<file path="config.mk">
export PLATFORM = sky130hd
export DESIGN_NAME = mersenne61_field_unit
export DESIGN_NICKNAME = d
export VERILOG_FILES = /design/src/sv/m61_pkg.sv /design/src/sv/m61_mul.sv /design/src/sv/mersenne61_field_unit.sv
export SDC_FILE = /design/constraint.sdc
export NUM_CORES = 2
export LEC_CHECK = 0
export BUFFER_PORTS_ARGS = -buffer_cell sky130_fd_sc_hd__buf_2
export CORE_MARGIN = 3
export CORE_UTILIZATION = 55
export DETAILED_ROUTE_END_ITERATION = 6
export HOLD_SLACK_MARGIN = 0.1
export MAX_ROUTING_LAYER = met4
export PLACE_DENSITY = 0.84
export SETUP_SLACK_MARGIN = 0.3
export SYNTH_ARGS = -nofsm -noshare
export SYNTH_HDL_FRONTEND = slang
export SYNTH_SLANG_ARGS = --single-unit
</file>
<file path="constraint.sdc">
create_clock -name clk -period 11.9 [get_ports clk]
set_input_delay 0.595 -clock clk [delete_from_list [all_inputs] [get_ports clk]]
set_output_delay 0.595 -clock clk [all_outputs]
set_load 0.01 [all_outputs]
</file>
<file path="src/sv/m61_pkg.sv">
// m61_pkg: shared types, constants and state codes for the 2^61-1 field unit
// no dependencies
package m61_pkg;

  localparam int unsigned ElemW = 61;
  localparam int unsigned ExpW  = 64;
  localparam logic [ElemW-1:0] FieldP = {ElemW{1'b1}};
  localparam logic [ExpW-1:0]  InvExp = 64'd2305843009213693949;

  typedef enum logic [1:0] {
    CMD_MUL = 2'd0,
    CMD_POW = 2'd1,
    CMD_INV = 2'd2,
    CMD_DIV = 2'd3
  } cmd_t;

  typedef struct packed {
    logic [1:0]       command;
    logic [ElemW-1:0] operand_a;
    logic [ElemW-1:0] operand_b;
    logic [ExpW-1:0]  exponent;
  } in_item_t;

  typedef struct packed {
    logic [ElemW-1:0] result;
    logic             zero_divisor;
  } out_item_t;

  typedef enum logic [2:0] {
    ST_IDLE,
    ST_SQR,
    ST_MULB,
    ST_FINAL,
    ST_DONE
  } state_t;

  // multiplier request/response
  typedef struct packed {
    logic go;
  } mul_req_t;

  typedef struct packed {
    logic done;
  } mul_rsp_t;

  // reduce a 61-bit value that may equal p
  function automatic logic [ElemW-1:0] red61(input logic [ElemW-1:0] v);
    red61 = (v == FieldP) ? '0 : v;
  endfunction

endpackage

</file>
<file path="src/sv/m61_mul.sv">
// m61_mul: multicycle field multiplier modulo 2^61-1
// one 32x32 partial product per cycle, then mersenne fold; uses m61_pkg
module m61_mul (
  input  logic                     clk,
  input  logic                     rst,
  input  m61_pkg::mul_req_t        req,
  input  logic [m61_pkg::ElemW-1:0] x,
  input  logic [m61_pkg::ElemW-1:0] y,
  output m61_pkg::mul_rsp_t        rsp,
  output logic [m61_pkg::ElemW-1:0] p
);

  logic [2:0]   step;
  logic         busy;
  logic [31:0]  op_x, op_y;
  logic [63:0]  prod;
  logic [127:0] acc;
  logic [63:0]  s1;
  logic [61:0]  s2;
  logic [61:0]  s3;

  // partial product select: step 0 ll, 1 lh, 2 hl, 3 hh
  always_comb begin
    op_x = step[1] ? {3'b0, x[60:32]} : x[31:0];
    op_y = step[0] ? {3'b0, y[60:32]} : y[31:0];
  end

  always_ff @(posedge clk) begin
    prod <= op_x * op_y;
  end

  // fold: low 61 bits plus the bits above, twice
  always_comb begin
    s1 = {3'b0, acc[60:0]} + {3'b0, acc[121:61]};
    s2 = {1'b0, s1[60:0]} + {59'b0, s1[63:61]};
    s3 = (s2 >= {1'b0, m61_pkg::FieldP}) ? s2 - {1'b0, m61_pkg::FieldP} : s2;
  end

  always_ff @(posedge clk) begin
    if (rst) begin
      busy <= 1'b0;
      step <= '0;
    end else if (req.go && !busy) begin
      busy <= 1'b1;
      step <= '0;
    end else if (busy) begin
      step <= step + 3'd1;
      if (step == 3'd5) busy <= 1'b0;
    end
  end

  // products arrive in the cycle after their select
  always_ff @(posedge clk) begin
    if (req.go && !busy) acc <= '0;
    else if (busy) begin
      unique case (step)
        3'd1:    acc <= acc + {64'b0, prod};
        3'd2:    acc <= acc + {32'b0, prod, 32'b0};
        3'd3:    acc <= acc + {32'b0, prod, 32'b0};
        3'd4:    acc <= acc + {prod, 64'b0};
        default: acc <= acc;
      endcase
    end
  end

  // product is valid while done is high, acc holds during the last step
  assign p = s3[60:0];

  assign rsp.done = busy && step == 3'd5;

endmodule

</file>
<file path="src/sv/mersenne61_field_unit.sv">
// mersenne61_field_unit: top level, command sequencer around one shared multiplier
// depends on m61_pkg and m61_mul
//
// channel  dir  signals                     handshake
// in       in   in_item (m61_pkg::in_item_t)  start high while busy low
// out      out  out_item (m61_pkg::out_item_t) done strobe, one cycle
//
// each multiply on the shared unit forms 4 partial products, then folds
// multiply: a single multiply; power: 64 squarings plus one multiply per set bit
// inverse: exponent p-2, 60 set bits; divide adds one multiply
// rst is synchronous and returns the sequencer to idle
// results cannot be stalled; busy stays high until the done strobe
module mersenne61_field_unit (
  input  logic               clk,
  input  logic               rst,
  input  logic               start,
  input  m61_pkg::in_item_t  in_item,
  output logic               busy,
  output logic               done,
  output m61_pkg::out_item_t out_item
);

  m61_pkg::state_t state, state_next;
  m61_pkg::cmd_t   cmd;
  logic [m61_pkg::ElemW-1:0] a, b, acc, base;
  logic [m61_pkg::ExpW-1:0]  e;
  logic [5:0]  bit_idx;
  logic        zflag;
  logic        launched;
  logic [m61_pkg::ElemW-1:0] mx, my, mp;
  m61_pkg::mul_req_t req;
  m61_pkg::mul_rsp_t rsp;
  logic [m61_pkg::ElemW-1:0] ra, rb;
  logic        accept;

  assign accept = start && !busy;
  assign ra = m61_pkg::red61(in_item.operand_a);
  assign rb = m61_pkg::red61(in_item.operand_b);

  m61_mul u_mul (
    .clk(clk), .rst(rst), .req(req), .x(mx), .y(my), .rsp(rsp), .p(mp)
  );

  // operand routing to the shared multiplier
  always_comb begin
    mx = acc;
    my = acc;
    unique case (state)
      m61_pkg::ST_MULB:  my = base;
      m61_pkg::ST_FINAL: begin
        mx = (cmd == m61_pkg::CMD_MUL) ? a : acc;
        my = (cmd == m61_pkg::CMD_MUL) ? b : a;
      end
      default: ;
    endcase
    req.go = !launched && (state == m61_pkg::ST_SQR || state == m61_pkg::ST_MULB ||
                           state == m61_pkg::ST_FINAL);
  end

  // next state
  always_comb begin
    state_next = state;
    unique case (state)
      m61_pkg::ST_IDLE: begin
        if (accept) begin
          if (in_item.command == m61_pkg::CMD_MUL) state_next = m61_pkg::ST_FINAL;
          else if (in_item.command == m61_pkg::CMD_POW) state_next = m61_pkg::ST_SQR;
          else if (in_item.command == m61_pkg::CMD_INV)
            state_next = (ra == '0) ? m61_pkg::ST_DONE : m61_pkg::ST_SQR;
          else state_next = (rb == '0) ? m61_pkg::ST_DONE : m61_pkg::ST_SQR;
        end
      end
      m61_pkg::ST_SQR: if (rsp.done) begin
        if (e[bit_idx]) state_next = m61_pkg::ST_MULB;
        else if (bit_idx == '0)
          state_next = (cmd == m61_pkg::CMD_DIV) ? m61_pkg::ST_FINAL : m61_pkg::ST_DONE;
      end
      m61_pkg::ST_MULB: if (rsp.done) begin
        if (bit_idx == '0)
          state_next = (cmd == m61_pkg::CMD_DIV) ? m61_pkg::ST_FINAL : m61_pkg::ST_DONE;
        else state_next = m61_pkg::ST_SQR;
      end
      m61_pkg::ST_FINAL: if (rsp.done) state_next = m61_pkg::ST_DONE;
      m61_pkg::ST_DONE:  state_next = m61_pkg::ST_IDLE;
      default:           state_next = m61_pkg::ST_IDLE;
    endcase
  end

  // outputs
  always_comb begin
    busy = (state != m61_pkg::ST_IDLE);
    done = (state == m61_pkg::ST_DONE);
    out_item.result = zflag ? '0 : acc;
    out_item.zero_divisor = zflag;
  end

  always_ff @(posedge clk) begin
    if (rst) begin
      state    <= m61_pkg::ST_IDLE;
      launched <= 1'b0;
    end else begin
      state <= state_next;
      if (rsp.done || state_next != state) launched <= 1'b0;
      else if (req.go) launched <= 1'b1;
    end
  end

  // datapath registers
  always_ff @(posedge clk) begin
    if (accept) begin
      cmd     <= m61_pkg::cmd_t'(in_item.command);
      a       <= ra;
      b       <= rb;
      acc     <= {{(m61_pkg::ElemW-1){1'b0}}, 1'b1};
      bit_idx <= '1;
      zflag   <= 1'b0;
      unique case (m61_pkg::cmd_t'(in_item.command))
        m61_pkg::CMD_MUL: begin base <= rb; e <= '0; end
        m61_pkg::CMD_POW: begin base <= rb; e <= in_item.exponent; end
        m61_pkg::CMD_INV: begin
          base <= ra; e <= m61_pkg::InvExp; zflag <= (ra == '0);
        end
        m61_pkg::CMD_DIV: begin
          base <= rb; e <= m61_pkg::InvExp; zflag <= (rb == '0);
        end
        default: ;
      endcase
    end else if (rsp.done) begin
      acc <= mp;
      if ((state == m61_pkg::ST_SQR && !e[bit_idx]) || state == m61_pkg::ST_MULB)
        bit_idx <= bit_idx - 6'd1;
    end
  end

  // one multiply per done in a compute state
  // inverse and divide items with a zero divisor go straight from the accept cycle to done
  a_done_after_busy: assert property (@(posedge clk) disable iff (rst)
    done |-> $past(busy || start)) else $error("done without work");
  a_zero_result: assert property (@(posedge clk) disable iff (rst)
    done && out_item.zero_divisor |-> out_item.result == '0)
    else $error("zero divisor with nonzero result");
  a_idle_after_done: assert property (@(posedge clk) disable iff (rst)
    done |=> !busy) else $error("busy after done");
  a_mul_only_compute: assert property (@(posedge clk) disable iff (rst)
    rsp.done |-> busy && !done) else $error("multiplier done outside compute");

endmodule
</file>
==> impl_results.md <==
- DR DRC count: 16
- Vias in the first global route: 68,080
- Max-Cap Viols: 0
- Die height: roughly 370 um
- Post-CTS Setup Bufs: 0
- Cell with the largest stage delay on the worst path: fa_1
- Most common cell after layout, fill and taps aside: inv_1
- TNS Setup: 0 ps
- Most used DFF post-synth: dfxtp_1
- Die ar.: ~0.14 sq mm
- Clk Latency, worst-skew pair: 730 ps
- Final min period: 11,410 ps
- Yosys top cell area share: between 20% and 30%
- TritonRoute pass-1 iters: 7
- Die W: approximately 370 um
- Nets: 10,420
- Final HPWL DP: 261.1 mm
- Post-synthesis sequential area ratio: between 15 and 20%
- Max-slew headroom: 3.035%
- PortBufs: 254
- Most area-consuming cells after synthesis: fa_1, edfxtp_1, ha_1, dfxtp_1, inv_1
- Clock sink count: between 500 and 600
- Initial antenna violation count: 16
- Routed vias/inst: 6.564
- Met1 GRT Util: around three fifths
- Avg Cell Area, Syn: 8.443 sq um
- Starting Density: 55.69%
- Post-synth ARST share: 0%
- Hold Fails Final Rpt: 0
- Worst Setup End Kind: flop
- RSZ-0062 raised after global routing: true
- Area leader, netlist: fa_1
- H-tree levels: 2
- Number of flops mapped to enable cells by yosys: 250
- CTS root buffer: clkbuf_16
- Max frequency: 87.63 MHz
- Total CTS buffers: 60
- Slew @ Worst Pin: 1441 ps
- Met2 Use GR: between 60 and 70%
- Global-route met3 utilization: approximately 16%
- Largest net degree at the start of global routing: 156
- Final setup violation count: 0
- Worst Skew: 82.89 ps
- Area grow syn2layout: 8.227%
- Hold path depth: 2
- Period utilization: 95.89%
- Share of layout cells above drive strength 1: 9.927%
- Failing checks: design-rule violations
- P per Cell Area: 95.00 mW/mm^2
- Total congestion overflow: 0
- Mapped Area: 0.07358 sq mm
- Syn nets: 10,320
- Detailed Route WL: ~320 mm
- Most used routing layer: met2
- WS Path Type: flop to flop
- Worst reg-to-reg path cell count: 37
- Final Core Density: 60.27%
- DRT antenna net count: 0
- P_leak: 0.03622 uW
- Outcome: finished with violations
- Area of the core: 0.1321 sq mm
- Worst path bufs/invs: 6
- Yosys warns: 0
- Startpoint class of the critical path: flop
- Core Rows: 133
- Maximum vdd drop: about 0.14 mV
- CP max FO: 20
- Worst Path Arrival: between 10,000 and 15,000 ps
- DR vias: roughly 70,000
- Total GRT Usage: around 48%
- Largest stage delay, worst path: around 730 ps
- CP top delay family: adder cells
- Routed len/inst: approximately 30 um
- First-pass GRT wire length: 462.9 mm
- Worst EP required: 12,480 ps
- Final Slew Violations: 0
- # fillers: 11,570
- Most used cell, CP: fa_1
- GP Congestion: 1.111
- WP depth: 37
- #FFs+latches synth: 511
- Synth Instances: 8,715
- Netlist cell types: ~100
- Register clock-pin slew on the reported worst setup and hold paths: 60 ps
- Commonest cells after routing, fill and taps aside: inv_1, nand2_1, nor2_1
- Clock tree buffer depth: 3
- I/O pin cnt: 255
- First DRT Iteration DRCs: about 9,200
- Worst min path class: input pin to flop
- CTS tree: done
[worst register-to-register path, delay by kind of cell (launching register included)]
| kind | cells | cell delay, ps |
|---|---|---|
| fa+ha+maj | 9 | 4630 |
| compound gates | 13 | 3740 |
| simple gates | 8 | 1350 |
| buf+inv | 6 | 910 |
| flops | 1 | 460 |
| xor+xnor | 1 | 130 |
[routing by layer]
metal	wire [um]	part of all wire (%)	vias to the layer above
met5	0	0	-
met4	28700	8.9	0
met3	44590	14	1218
met2	128100	40	5035
met1	120600	37	33920
li1	-	-	29680
[synthesized netlist by cell type (16+ instances only)]
library cell  instances
or2_2                55
a21boi_0             16
a211oi_1             74
a21o_1              266
o21bai_1             42
nand4_1             114
xnor2_1             218
mux4_2               34
nand3_1             219
a21oi_1             479
a311oi_1             31
or3_1                36
nor4_1               74
fa_1                900
xor2_1              124
o211ai_1             39
o221ai_1             17
o21a_1               74
nand2b_1             83
and3_1               75
buf_2                24
clkbuf_1            412
ha_1                518
o31ai_1              25
nor2_1              941
a32o_1               23
inv_1              1001
and2_1              186
mux2_2               67
edfxtp_1            250
a31o_2               25
o22ai_1              18
nor3_1              133
nand2_1             957
nor2b_1             109
buf_1                30
a31oi_1              57
and4_1               32
dfxtp_1             261
o21ai_0             315
o21ai_1              27
mux2i_1              33
a221oi_1             49
[state kept, by name, indices dropped and copies added (netlist names), 6 cells and up]
signal / flops
base: 61
a: 61
e: 64
u_mul.prod: 64
bit_idx: 6
b: 61
acc: 61
u_mul.acc: 122
[cells by family after synthesis]
group / synth area share [%]
buffers and inverters: 7.601
XOR/XNOR: 4.071
adder cells (fa/ha/maj): 33.29
flip-flops: 17.30
AO/OA/AOI/OAI: 15.45
AND/OR/NAND/NOR: 19.75
multiplexers: 2.530
[per-stage QoR]
stage	hold slack [ps]	std cells	cell area [sq um]	total power, uW	setup WS, ps
after floorplan	450.1	8715	73580	4196	915.8
after global placement	464.5	10500	77400	5414	294.7
after detailed placement	472.4	10500	77400	5438	187.3
after CTS	119.8	10610	79480	7400	353.9
after global routing	138.4	10630	79600	7800	272.8
final	142.6	10640	79640	7565	488.5
[area by class of cell]
type,instances,area [sq um],share of cell area (%)
inverters,1003,3772,4.737
clock buffers,85,1720,2.160
clock inverters,26,352.8,0.4431
repair buffers,501,3229,4.055
multi-input cells,6729,55550,69.75
well taps,1755,2196,2.757
flip-flops and latches,511,12740,16.00
diodes,31,77.57,0.09741
[where the power goes]
| part | switching (uW) | internal [uW] | leakage, uW |
|---|---|---|---|
| sequential | 497 | 2040 | 0.00449 |
| combinational | 2030 | 1020 | 0.0307 |
| clock | 851 | 1120 | 0.00102 |
| total | 3380 | 4180 | 0.0362 |
[worst paths after layout]
kind,startpoint,endpoint,slack (ps)
max reg2reg,state[1]$_SDFF_PP0_,u_mul.prod[62]$_DFF_P_,490
max,state[1]$_SDFF_PP0_,u_mul.prod[62]$_DFF_P_,490
min reg2reg,u_mul.acc[7]$_SDFFE_PP0P_,u_mul.acc[7]$_SDFFE_PP0P_,480
min,in_item[36],e[36]$_DFFE_PP_,140
[repair_timing]
item,CTS,global route
resized for setup,2,13
gates cloned,0,0
hold buffers,0,0
endpoints found under the setup margin,4,8
(Power assumes the default switching activity.)
